`src/hdl/mexp_pkg.sv`:
```
// ----------------------------------------------------------------------------
// mexp_pkg
// Shared types for the modular exponentiation core.
// ----------------------------------------------------------------------------
`timescale 1ns / 1ps

package mexp_pkg;

  // Sequencer states, one-hot.
  typedef enum logic [4:0] {
    S_IDLE   = 5'b00001,
    S_CHECK  = 5'b00010,
    S_REDUCE = 5'b00100,
    S_LOOP   = 5'b01000,
    S_MUL    = 5'b10000
  } mexp_state_t;

  // Status of one bit-serial modular multiplier.
  typedef struct packed {
    logic busy;
    logic done;
  } mexp_mul_stat_t;

endpackage

```
`src/hdl/mexp_mulmod.sv`:
```
// ----------------------------------------------------------------------------
// mexp_mulmod
// Bit-serial modular multiplier: r = a * b mod m, one bit of b per cycle,
// MSB first. Needs a < m and m != 0.
// ----------------------------------------------------------------------------
`timescale 1ns / 1ps

module mexp_mulmod
  import mexp_pkg::*;
#(
  parameter int OPERAND_WIDTH = 32
) (
  input  logic                     clk,
  input  logic                     rst_n,
  input  logic                     start,
  input  logic [OPERAND_WIDTH-1:0] a,
  input  logic [OPERAND_WIDTH-1:0] b,
  input  logic [OPERAND_WIDTH-1:0] m,
  output mexp_mul_stat_t           stat,
  output logic [OPERAND_WIDTH-1:0] r
);

  localparam int W  = OPERAND_WIDTH;
  localparam int CW = $clog2(W + 1);

  logic [W-1:0]  a_r, m_r, b_r, r_r;
  logic [CW-1:0] cnt_r;
  logic          busy_r, done_r;

  // 2r + a < 3m: pick s, s - m or s - 2m by the borrows.
  logic [W+2:0] sum_w, d1_w, d2_w;
  logic [W-1:0] r_nxt;

  always_comb begin
    sum_w = {2'b00, r_r, 1'b0} + (b_r[W-1] ? {3'b000, a_r} : '0);
    d1_w  = sum_w - {3'b000, m_r};
    d2_w  = sum_w - {2'b00, m_r, 1'b0};
    if (!d2_w[W+2]) begin
      r_nxt = d2_w[W-1:0];
    end else if (!d1_w[W+2]) begin
      r_nxt = d1_w[W-1:0];
    end else begin
      r_nxt = sum_w[W-1:0];
    end
  end

  always_ff @(posedge clk) begin
    if (!rst_n) begin
      busy_r <= 1'b0;
      done_r <= 1'b0;
      cnt_r  <= '0;
    end else begin
      done_r <= 1'b0;
      if (start) begin
        busy_r <= 1'b1;
        cnt_r  <= CW'(W);
      end else if (busy_r) begin
        cnt_r <= cnt_r - 1'b1;
        if (cnt_r == CW'(1)) begin
          busy_r <= 1'b0;
          done_r <= 1'b1;
        end
      end
    end
  end

  always_ff @(posedge clk) begin
    if (start) begin
      a_r <= a;
      m_r <= m;
      b_r <= b;
      r_r <= '0;
    end else if (busy_r) begin
      r_r <= r_nxt;
      b_r <= {b_r[W-2:0], 1'b0};
    end
  end

  assign stat.busy = busy_r;
  assign stat.done = done_r;
  assign r         = r_r;

endmodule

```
`src/hdl/modular_exponentiation_core.sv`:
```
// ----------------------------------------------------------------------------
// modular_exponentiation_core
// Right-to-left square and multiply: base ** exponent mod modulus.
// ----------------------------------------------------------------------------
// Usage:
//   Command channel: drive in_* and raise start; the item is taken at the
//   clock edge where start is high and busy is low. busy stays high until
//   the result is issued.
//   Result channel: out_power_result is valid for exactly one cycle while
//   out_valid is high. The receiver cannot stall; it must take it then.
//   Exponent zero or modulus zero: the check state issues the result with
//   no multiply. Otherwise unit B first reduces the base, then for each
//   exponent bit up to the top set one a square and a multiply run, the
//   product kept when the bit is set. One item at a time; a new one may
//   be taken in the strobe cycle.
//   The bit-serial multipliers take one multiplier bit per cycle; the
//   square and the multiply of each exponent bit run side by side on two
//   units.
//   Reset (rst_n low, synchronous) returns to idle and drops any item.
// ----------------------------------------------------------------------------
`timescale 1ns / 1ps

module modular_exponentiation_core
  import mexp_pkg::*;
#(
  parameter int OPERAND_WIDTH = 32
) (
  input  logic        clk,
  input  logic        rst_n,
  input  logic        start,
  output logic        busy,
  input  logic [31:0] in_base_value,
  input  logic [31:0] in_exponent_value,
  input  logic [31:0] in_modulus_value,
  output logic        out_valid,
  output logic [31:0] out_power_result
);

  localparam int W = OPERAND_WIDTH;

  mexp_state_t state_r, state_nxt;

  // Operand registers, W bits wide.
  logic [W-1:0] base_r, expo_r, mod_r, acc_r;
  logic         out_valid_r;
  logic [31:0]  out_res_r;

  // Ports are 32 bits; widen with zeros, then keep the low W bits.
  logic [W+31:0] base_ext, expo_ext, mod_ext, acc_ext;
  assign base_ext = {{W{1'b0}}, in_base_value};
  assign expo_ext = {{W{1'b0}}, in_exponent_value};
  assign mod_ext  = {{W{1'b0}}, in_modulus_value};
  assign acc_ext  = {32'd0, acc_r};

  // 1 mod m: zero when m is one.
  logic [W-1:0] one_mod;
  assign one_mod = (mod_r == W'(1)) ? '0 : W'(1);

  // Unit A: acc * base. Unit B: base * base, or the initial base mod m
  // done as (1 mod m) * base.
  mexp_mul_stat_t mul_a_st, mul_b_st;
  logic [W-1:0]   mul_a_r, mul_b_r, mul_b_a;
  logic           start_a, start_b;

  assign mul_b_a = (state_r == S_CHECK) ? one_mod : base_r;

  mexp_mulmod #(.OPERAND_WIDTH(W)) u_mul_a (
    .clk   (clk),
    .rst_n (rst_n),
    .start (start_a),
    .a     (acc_r),
    .b     (base_r),
    .m     (mod_r),
    .stat  (mul_a_st),
    .r     (mul_a_r)
  );

  mexp_mulmod #(.OPERAND_WIDTH(W)) u_mul_b (
    .clk   (clk),
    .rst_n (rst_n),
    .start (start_b),
    .a     (mul_b_a),
    .b     (base_r),
    .m     (mod_r),
    .stat  (mul_b_st),
    .r     (mul_b_r)
  );

  logic accept;
  logic mul_done;
  assign accept   = start && (state_r == S_IDLE);
  // In the loop both units start together and run the same count.
  assign mul_done = mul_b_st.done && !mul_a_st.busy;

  always_comb begin
    state_nxt = state_r;
    start_a   = 1'b0;
    start_b   = 1'b0;
    unique case (state_r)
      S_IDLE: begin
        if (accept) state_nxt = S_CHECK;
      end
      S_CHECK: begin
        if (expo_r == '0 || mod_r == '0) begin
          state_nxt = S_IDLE;
        end else begin
          start_b   = 1'b1;
          state_nxt = S_REDUCE;
        end
      end
      S_REDUCE: begin
        if (mul_b_st.done) state_nxt = S_LOOP;
      end
      S_LOOP: begin
        if (expo_r == '0) begin
          state_nxt = S_IDLE;
        end else begin
          start_a   = 1'b1;
          start_b   = 1'b1;
          state_nxt = S_MUL;
        end
      end
      S_MUL: begin
        if (mul_done) state_nxt = S_LOOP;
      end
      default: state_nxt = S_IDLE;
    endcase
  end

  always_ff @(posedge clk) begin
    if (!rst_n) begin
      state_r     <= S_IDLE;
      out_valid_r <= 1'b0;
    end else begin
      state_r     <= state_nxt;
      out_valid_r <= ((state_r == S_CHECK) && (expo_r == '0 || mod_r == '0)) ||
                     ((state_r == S_LOOP) && (expo_r == '0));
    end
  end

  // Datapath: no reset needed.
  always_ff @(posedge clk) begin
    if (accept) begin
      base_r <= base_ext[W-1:0];
      expo_r <= expo_ext[W-1:0];
      mod_r  <= mod_ext[W-1:0];
    end
    case (state_r)
      S_CHECK: begin
        acc_r <= one_mod;
        // Exponent zero wins over modulus zero.
        out_res_r <= (expo_r == '0) ? 32'd1 : 32'd0;
      end
      S_REDUCE: begin
        if (mul_b_st.done) base_r <= mul_b_r;
      end
      S_LOOP: begin
        out_res_r <= acc_ext[31:0];
      end
      S_MUL: begin
        if (mul_done) begin
          if (expo_r[0]) acc_r <= mul_a_r;
          base_r <= mul_b_r;
          expo_r <= {1'b0, expo_r[W-1:1]};
        end
      end
      default: ;
    endcase
  end

  assign busy             = (state_r != S_IDLE);
  assign out_valid        = out_valid_r;
  assign out_power_result = out_res_r;

endmodule

```
`config.mk`:
```
export PLATFORM = sky130hd
export DESIGN_NAME = modular_exponentiation_core
export DESIGN_NICKNAME = d
export VERILOG_FILES = /design/src/hdl/mexp_pkg.sv /design/src/hdl/mexp_mulmod.sv /design/src/hdl/modular_exponentiation_core.sv
export SDC_FILE = /design/constraint.sdc
export NUM_CORES = 1
export LEC_CHECK = 0
export BUFFER_PORTS_ARGS = -buffer_cell sky130_fd_sc_hd__buf_2
export CAP_MARGIN = 40
export CORE_MARGIN = 2
export CORE_UTILIZATION = 60
export CTS_CLUSTER_DIAMETER = 120
export DETAILED_ROUTE_END_ITERATION = 8
export GPL_ROUTABILITY_DRIVEN = 1
export GPL_TIMING_DRIVEN = 0
export HOLD_SLACK_MARGIN = 0.1
export PLACE_DENSITY = 0.9
export SLEW_MARGIN = 20
export SYNTH_ARGS = -nofsm -noshare
export SYNTH_HDL_FRONTEND = slang
export SYNTH_HIERARCHICAL = 1
export SYNTH_SLANG_ARGS = --single-unit
export TNS_END_PERCENT = 100
```
`constraint.sdc`:
```
create_clock -name clk -period 8.16 [get_ports clk]
set_input_delay 1.632 -clock clk [delete_from_list [all_inputs] [get_ports clk]]
set_output_delay 1.632 -clock clk [all_outputs]
set_load 0.01 [all_outputs]
```
==> Word-level counts from Yosys, hierarchy flattened <==
Index checks and enable logic that the tools add are counted.
{ "word_totals": {"regBits": 437, "output_inout_bits": 34} }
{ "classes": {"add_sub_neg": 8, "n_eq_ne": 13, "muxes": 45, "bitwise_logic": 2, "n_reduce_logical": 18} }
{ "ops": {"columns": ["operator", "count"], "rows": [
  ["32-bit 2-to-1 mux", 19],
  ["32-bit one-hot mux with 2 select lines", 3],
  ["33-bit by 35-bit adder with 35-bit output", 2],
  ["35-bit by 32-bit subtractor with 35-bit output", 2],
  ["35-bit by 33-bit subtractor with 35-bit output", 2],
  ["32-bit logical NOT", 2],
  ["32-bit by 1-bit equality test with 1-bit output, second input constant", 1],
  ["5-bit one-hot mux with 5 select lines", 1],
  ["6-bit 2-to-1 mux", 4],
  ["5-bit 2-to-1 mux", 4],
  ["6-bit by 1-bit equality test with 1-bit output, second input constant", 2],
  ["1-bit 2-to-1 mux", 12],
  ["6-bit by 1-bit subtractor with 6-bit output, second input constant", 2],
  ["2-bit nonzero test", 4],
  ["2-bit != test, second input constant", 3],
  ["3-bit AND reduction", 2],
  ["5-bit by 1-bit equality test with 1-bit output, second input constant", 1],
  ["5-bit by 2-bit equality test with 1-bit output, second input constant", 1],
  ["5-bit by 3-bit equality test with 1-bit output, second input constant", 1],
  ["5-bit by 4-bit equality test with 1-bit output, second input constant", 1],
  ["5-bit equality test, second input constant", 1],
  ["5-bit by 1-bit != test with 1-bit output, second input constant", 1],
  ["1-bit logical AND", 4],
  ["2-bit OR reduction", 2],
  ["other kinds (7)", 9]
]} }

==> Depth between registers and ports, before layout <==
Gate-level depths: netlist (run 1).
{ "depth": {"depth_word": 5, "ltp_mapped": 25} }

==> Hierarchy <==
The synthesis (run 1) kept the hierarchy.
{ "by_module_without_submodules": {"columns": ["module", "instances", "cells_each", "area_per_inst_um2"], "rows": [
  ["mexp_mulmod (u_mul_a)", 1, 1203, 10822.9],
  ["mexp_mulmod (u_mul_b)", 1, 1101, 10595.2],
  ["modular_exponentiation_core", 1, 550, 6849.1]
]} }

==> Worst setup path before layout (run 1) <==
OpenSTA, ideal clock, no wires.
{ "synth_path": {"kind": "register to register", "startpoint": "register state_r[0]", "endpoint": "register u_mul_b.b_r[0] (enable)", "setup_ns": 0.387, "arrival_time_ns": 5.562, "t_required_ns": 7.773, "path_slack_ns": 2.211, "path_stages_with_launch": 7, "path_cell_list": "dfxtp_1 -> or3_1 -> or3b_1 -> a21oi_1 -> buf_6 -> nor2_1 -> inv_1"} }
{ "synth_between": {"elab_chain_len": 3, "word_cells_on_any_way": 4, "classes_between": "eq/ne: 2; mux: 1; reduce/logical: 1"} }
{ "synth_rtl": {"columns": ["item", "line", "source"], "rows": [
  ["from (decl)", "modular_exponentiation_core.sv:41", "mexp_state_t state_r, state_nxt;"],
  ["from (signal assigned)", "modular_exponentiation_core.sv:135", "state_r <= state_nxt;"],
  ["5-bit by 4-bit equality test with 1-bit output / 5-bit by 2-bit equality test with 1-bit output (equally long branches)", "modular_exponentiation_core.sv:99", "unique case (state_r)"],
  ["1-bit one-hot mux with 2 select lines *", "modular_exponentiation_core.sv:99", null],
  ["via start_b", "modular_exponentiation_core.sv:63", "logic start_a, start_b;"],
  ["2-bit nonzero test (no line) *", null, null],
  ["to (signal assigned)", "mexp_mulmod.sv:75", "b_r <= {b_r[W-2:0], 1'b0};"],
  ["to (decl)", "mexp_mulmod.sv:26", "logic [W-1:0] a_r, m_r, b_r, r_r;"]
]} }
The timed path passes the listed nets; every way through them passes the cells marked *.
A chain may end at the register's enable or synchronous reset.

==> Worst setup path after layout (run 1) <==
{ "layout_path": {"startpoint": "register u_mul_a.b_r[31]", "endpoint": "register u_mul_a.r_r[31] (netlist: u_mul_a/r[31])"} }
{ "layout_between": {"elab_chain_len": 5, "word_cells_on_any_way": 6, "classes_between": "add/sub: 3; mux: 3"} }
{ "layout_rtl": {"columns": ["item", "line", "source"], "rows": [
  ["from (decl)", "mexp_mulmod.sv:26", null],
  ["from (signal assigned)", "mexp_mulmod.sv:75", null],
  ["32-bit 2-to-1 mux *", "mexp_mulmod.sv:35", "sum_w = {2'b00, r_r, 1'b0} + (b_r[W-1] ? {3'b000, a_r} : '0);"],
  ["33-bit by 35-bit adder with 35-bit output *", "mexp_mulmod.sv:35", null],
  ["35-bit by 32-bit subtractor with 35-bit output", "mexp_mulmod.sv:36", "d1_w = sum_w - {3'b000, m_r};"],
  ["32-bit 2-to-1 mux", "mexp_mulmod.sv:40", "end else if (!d1_w[W+2]) begin"],
  ["32-bit 2-to-1 mux *", "mexp_mulmod.sv:38", "if (!d2_w[W+2]) begin"],
  ["to (signal assigned)", "mexp_mulmod.sv:74", "r_r <= r_nxt;"],
  ["to (decl)", "mexp_mulmod.sv:26", null]
]} }
Mark *: on every way between the ends. The rest lies on a longest branch, timed or not.

==> summary.txt, run 1 <==
STA
  • Worst-Margin Slew: 938 ps
  • Pins Over Slew Limit: 0
  • Post-route clock period utilization: 92.3%
  • Final min period: 7530 ps
  • RSZ-0062 raised after global routing: false
  • Rel. slew slack: 37.5%
  • Final setup viols: 0
  • Final Skew: 23.7 ps
  • FMAX: 133 MHz
  • Final Hold Viols: 0

Power and ir drop
  • Sequential Power Share: 25.3%
  • Design Power: 0.0114 W
  • Net Sw Power: 0.00496 W
  • PwrDens: 361 nW/µm²
  • Power Internal: 0.00645 W
  • VDD IR max: 218 µV
  • Clk pwr share: 20.1%
  • Sw frac: 43.4%
  • Leak pwr: 13.0 nW
  • Logic pwr share: 54.7%

Clock network
  • Hold_buf cts: 0
  • CTS clk-pin slew, worst paths: 60 ps
  • Post-CTS setup buffer count: 0
  • CTS tree: built
  • Root Buffer: clkbuf_16
  • CTS Buffer Depth: 3
  • Post-CTS sizing: 0
  • Htree depth: 2
  • Later-pin clock latency in the skew report: 610 ps
  • Num CTS Buffers: 46
  • Clock Sinks: 437

Critical path
  • CP max stage cell: edfxtp_1
  • CP most frequent cell: clkbuf_1
  • Class of the most critical setup path: flop to flop
  • Critical path's largest stage delay: 630 ps
  • WP buf/inv: 4
  • Critical Path RT: 8660 ps
  • WP data arrival: 8030 ps
  • Top Family by Delay on Critical Path: simple AND/OR/NAND/NOR gates
  • Critical path fanouts, max: 10
  • Reg-to-Reg End: u_mul_a/r[31]$_SDFFE_PP0P_
  • CP Cell Sequence: clkbuf_1, and2_1, ha_1, inv_1, fa_1, nor2b_1, o31ai_1, o21a_1, a31oi_1, a41oi_1, xnor2_1, ha_1, clkbuf_1, and3_1, nand2_1, or3_1, a211oi_1, or3_1, nand4_1, nand3_1, clkbuf_1, o21ai_0, a211oi_1
  • R2R Path Start: u_mul_a/b_r[31]$_DFFE_PP_
  • Critical Path Start Type: flop
  • Crit end category: flop
  • Reg2reg setup slack: 630 ps
  • Cell depth of the worst flop-to-flop path: 23

Synth
  • Syn_nets: 3149
  • Cell Area, Synth: 28200 µm²
  • Syn. warnings: 6
  • Avg Cell Area, Syn: 9.90 µm²
  • Cells after Synth: 2850

Floorplanning
  • I/O pin cnt: 133
  • Core area: 46500 µm²
  • Initial core utilization: 60.8%
  • Die area: 48800 µm²
  • # rows: 79
  • Die Span Y: 221 µm
  • Die Wd: 221 µm

Global routing
  • Number of global-route vias before repair: 23102
  • Largest net degree at the start of global routing: 39
  • Total Routing Usage GR: 32.5%
  • Global-route wire length before repair: 126 mm
  • Global route overflow: 0
  • Initial antenna violation count: 0

Worst hold path
  • Hold worst-path end: u_mul_a/a_r[24]$_DFFE_PP_
  • Hold depth: 0
  • HP Start: acc_r[24]$_SDFFCE_PN0P_
  • Hold Path Class: flop to flop

Placed design
  • Dpl cells: 3603
  • GPL Wtd Cong: 0.995
  • Area after DPL: 29900 µm²
  • Number of buffers added on ports: 132
  • Hpwl dp: 62.6 mm

Layout
  • Commonest non-fill, non-tap cell in the layout: edfxtp_1
  • Area growth syn-to-layout: 11.9%
  • Post-Layout Cell Count: 3693
  • Layout cells sized above 1: 12.8%
  • Post-layout util: 68.0%
  • Most frequent cells in the layout: edfxtp_1, a21oi_1, ha_1
  • Layout Nets: 3347
  • Ant diodes: 0
  • Design area: 31600 µm²

Job
  • Max Cap Viol: 0

Status
  • Status: completed

Routing
  • 1st-iter DRT viols: 2289
  • DRC violations left: 0
  • Drt wl/cell: 22.2 µm
  • Final ANT Viol Nets: 0
  • Drt first pass iters: 8
  • Via Count: 23458
  • Vias/cell: 6.35
  • Routed WL: 82.0 mm
-- how the worst max path moves through the flow --
stage / slack, ps / start / endpoint / depth (start not counted)
4_1_cts: 1010 / u_mul_a/b_r[31]$_DFFE_PP_ / u_mul_a/r[31]$_SDFFE_PP0P_ / 23
6_report: 630 / u_mul_a/b_r[31]$_DFFE_PP_ / u_mul_a/r[31]$_SDFFE_PP0P_ / 23
2_1_floorplan: 2210 / state_r[0]$_SDFFE_PN1P_ / u_mul_b/b_r[0]$_SDFFCE_PN0P_ / 6
5_1_grt: 300 / u_mul_a/b_r[31]$_DFFE_PP_ / u_mul_a/r[25]$_SDFFE_PP0P_ / 23
3_5_place_dp: 1040 / u_mul_a/b_r[31]$_DFFE_PP_ / u_mul_a/r[31]$_SDFFE_PP0P_ / 23
3_3_place_gp: -410 / state_r[4]$_SDFFE_PN0P_ / u_mul_b/r[19]$_SDFFE_PP0P_ / 8
-- power groups by stage --
| stage | Combinational, W | Sequential (W) | Clock [W] |
|---|---|---|---|
| after floorplan | 0.00459 | 0.00280 | 0 |
| after CTS | 0.00603 | 0.00287 | 0.00232 |
| final | 0.00623 | 0.00288 | 0.00229 |
| after global placement | 0.00586 | 0.00290 | 0 |
| after detailed placement | 0.00596 | 0.00291 | 0 |
| after global routing | 0.00672 | 0.00291 | 0.00240 |
-- per-stage QoR --
stage	hold WS, ps	TNS [ps]	setup slack [ps]
after floorplan	417	0	2210
after global placement	421	-1590	-415
after detailed placement	427	0	1040
after CTS	437	0	1010
after global routing	445	0	297
final	433	0	628
-- per-layer routing --
layer,GRT usage (%),up-vias,share of wire (%),wire length (µm)
met5,0,-,0,0
met4,16.8,0,5.4,4460
met3,3.28,239,5.4,4430
met2,58.0,1010,50,40700
met1,38.9,11150,40,32400
li1,-,11059,-,-
-- final cells by class --
class / instances / area [µm²]
Multi-Input combinational cell: 2163 / 15500
Fill cell: 3491 / 14900
Sequential cell: 437 / 11600
Clock buffer: 63 / 1320
Timing Repair Buffer: 150 / 903
Tap cell: 607 / 759
Buffer: 116 / 623
Inverter: 134 / 505
Clock inverter: 23 / 330
-- registers in the layout, summed over array words and instances, names as in the netlist --
| signal | count |
|---|---|
| u_mul_b/r | 32 |
| u_mul_a/m_r | 32 |
| base_r | 32 |
| u_mul_a/cnt_r | 6 |
| state_r | 5 |
| mod_r | 32 |
| u_mul_b/a_r | 32 |
| u_mul_b/cnt_r | 6 |
| acc_r | 32 |
| u_mul_a/busy_r | 1 |
| u_mul_a/b_r | 32 |
| u_mul_b/m_r | 32 |
| u_mul_b/b_r | 32 |
| u_mul_a/r | 32 |
| expo_r | 32 |
| u_mul_a/a_r | 32 |
| out_valid | 1 |
| out_power_result | 32 |
| u_mul_b/busy_r | 1 |
| u_mul_b/done_r | 1 |
No activity file was read; power rests on OpenSTA's default activity.
==> inputs of run 2 (changes only) <==
--- a/config.mk
+++ b/config.mk
@@ -7,7 +7,7 @@
 export LEC_CHECK = 0
 export BUFFER_PORTS_ARGS = -buffer_cell sky130_fd_sc_hd__buf_2
 export CAP_MARGIN = 40
-export CORE_MARGIN = 2
+export CORE_MARGIN = 5
 export CORE_UTILIZATION = 60
 export CTS_CLUSTER_DIAMETER = 120
 export DETAILED_ROUTE_END_ITERATION = 8
@@ -15,6 +15,7 @@
 export GPL_TIMING_DRIVEN = 0
 export HOLD_SLACK_MARGIN = 0.1
 export PLACE_DENSITY = 0.9
+export RECOVER_POWER = 25
 export SLEW_MARGIN = 20
 export SYNTH_ARGS = -nofsm -noshare
 export SYNTH_HDL_FRONTEND = slang
==> run 2 against run 1 <==
Compared with the run above: sequential share of layout area rose by 0.15 points; core utilization decreased by 0.41 points; clock power decreased by 7%; sequential power is essentially flat; die area is 5.5% higher; total power decreased by 0.71%; sequential cell count unchanged; clock skew is 3.0 ps lower; first-iteration DRC count down 6.1%; worst setup slack lost 210 ps.
==> summary.txt, run 2 (synthesis results as in run 1) <==
Layout
  • Commonest non-fill, non-tap cell in the layout: edfxtp_1
  • Ant diodes: 0
  • Area growth syn-to-layout: 11.5%
  • Post-Layout Cell Count: 3696
  • Most frequent cells in the layout: edfxtp_1, a21oi_1, ha_1
  • Post-layout util: 67.6%
  • Layout fillers: 3461
  • Layout Nets: 3350
  • Layout cells sized above 1: 12.6%

Clock network
  • Root Buffer: clkbuf_16
  • Hold_buf cts: 0
  • CTS clk-pin slew, worst paths: 60 ps
  • Later-pin clock latency in the skew report: 600 ps
  • Post-CTS setup buffer count: 0
  • Htree depth: 2
  • Post-CTS sizing: 0
  • Clock Sinks: 437
  • CTS Buffer Depth: 3
  • CTS tree: built
  • Num CTS Buffers: 47

Global routing
  • Initial antenna violation count: 0
  • Global route overflow: 0
  • Total Routing Usage GR: 33.3%
  • Largest net degree at the start of global routing: 40
  • Global-route wire length before repair: 133 mm
  • Number of global-route vias before repair: 23842

Floorplanning
  • # rows: 79
  • I/O pin cnt: 133
  • Die area: 51500 µm²
  • Die Wd: 227 µm
  • Die Span Y: 227 µm
  • Core area: 46600 µm²
  • Initial core utilization: 60.6%

STA
  • Rel. slew slack: 35.2%
  • Final TNS setup: 0 ps
  • Setup ws final: 416 ps
  • FMAX: 129 MHz
  • Final setup viols: 0
  • Worst-Margin Slew: 972 ps
  • Pins Over Slew Limit: 0
  • Final Hold Viols: 0
  • RSZ-0062 raised after global routing: false
  • Post-route clock period utilization: 94.9%
  • Final min period: 7740 ps
  • Hold_ws: 451 ps
  • Final Skew: 20.7 ps

Critical path
  • Class of the most critical setup path: flop to flop
  • WP data arrival: 8220 ps
  • Crit end category: flop
  • Critical Path RT: 8640 ps
  • Critical path fanouts, max: 10
  • Critical Path Start Type: flop

Placed design
  • GPL Wtd Cong: 0.974
  • Dpl cells: 3604
  • DP Worst Slack: 695 ps
  • Number of buffers added on ports: 132
  • Hpwl dp: 68.3 mm

Routing
  • Vias/cell: 6.40
  • Drt wl/cell: 23.7 µm
  • Final ANT Viol Nets: 0
  • Via Count: 23645
  • Drt first pass iters: 5
  • DRC violations left: 0
  • Routed WL: 87.8 mm
  • 1st-iter DRT viols: 2149

Status
  • Status: completed

Power and ir drop
  • PwrDens: 360 nW/µm²
  • Leak pwr: 12.9 nW
  • VDD IR max: 246 µV

Worst hold path
  • Hold Path Class: flop to flop

Job
  • Max Cap Viol: 0
run 2: changes by cell type in the layout (fill, tap and decap cells not counted), moves of 4 or more:
cell,previous run,this run
clkinvlp_4,0,4
clkbuf_1,78,85
and2_1,136,117
bufinv_16,7,2
and2_0,0,19
run 2: routing by layer:
metal	share of wire (%)	track usage (%)
met5	0	0
met3	5.8	4.60
met4	6.8	19.9
met1	38	38.5
met2	49	58.7
run 2: area by class of cell:
| class | instances | area (µm²) | area share [%] |
|---|---|---|---|
| plain buffers | 116 | 622 | 1.98 |
| inverters | 134 | 505 | 1.61 |
| clock inverters | 21 | 211 | 0.672 |
| clock buffers | 66 | 1320 | 4.20 |
| repair buffers | 152 | 907 | 2.88 |
| multi-input cells | 2163 | 15500 | 49.3 |
| flip-flops and latches | 437 | 11600 | 37.0 |
| well taps | 607 | 759 | 2.41 |
run 2: critical path, cell delays in order, from the launching register on:
cell      delay [ps]
edfxtp_1         740
clkbuf_1         540
nand2_1          250
fa_1             490
nor2b_1          220
o31ai_1          140
o21a_1           260
a31oi_1          460
a41oi_1          230
xnor2_1          440
ha_1             190
clkbuf_1         270
and3_1           280
nand2_1          100
or3_1            390
a211oi_1         560
or3_1            310
nand4_1          190
nand3_1          450
clkbuf_1         670
mux2i_1          320
a21oi_1          100
run 2: stage by stage:
stage / instance area, µm² / power (W)
final: 31500 / 0.0113
after global routing: 31500 / 0.0120
after CTS: 31400 / 0.0112
after detailed placement: 29900 / 0.00900
after global placement: 29600 / 0.00892
after floorplan: 28200 / 0.00739
run 2: final timing paths:
kind | to | start | slack, ps | cells past startpoint
min | u_mul_a/a_r[25]$_DFFE_PP_ | acc_r[25]$_SDFFCE_PN0P_ | 450 | 0
max | u_mul_a/r[8]$_SDFFE_PP0P_ | u_mul_a/b_r[31]$_DFFE_PP_ | 420 | 21
max reg2reg | u_mul_a/r[8]$_SDFFE_PP0P_ | u_mul_a/b_r[31]$_DFFE_PP_ | 420 | 21
min reg2reg | u_mul_a/a_r[25]$_DFFE_PP_ | acc_r[25]$_SDFFCE_PN0P_ | 450 | 0
run 2: report_power, final:
group,internal [W],switching [W],total (W)
clock,0.00121,0.000933,0.00214
sequential,0.00263,0.000266,0.00289
combinational,0.00246,0.00383,0.00629
total,0.00630,0.00503,0.0113
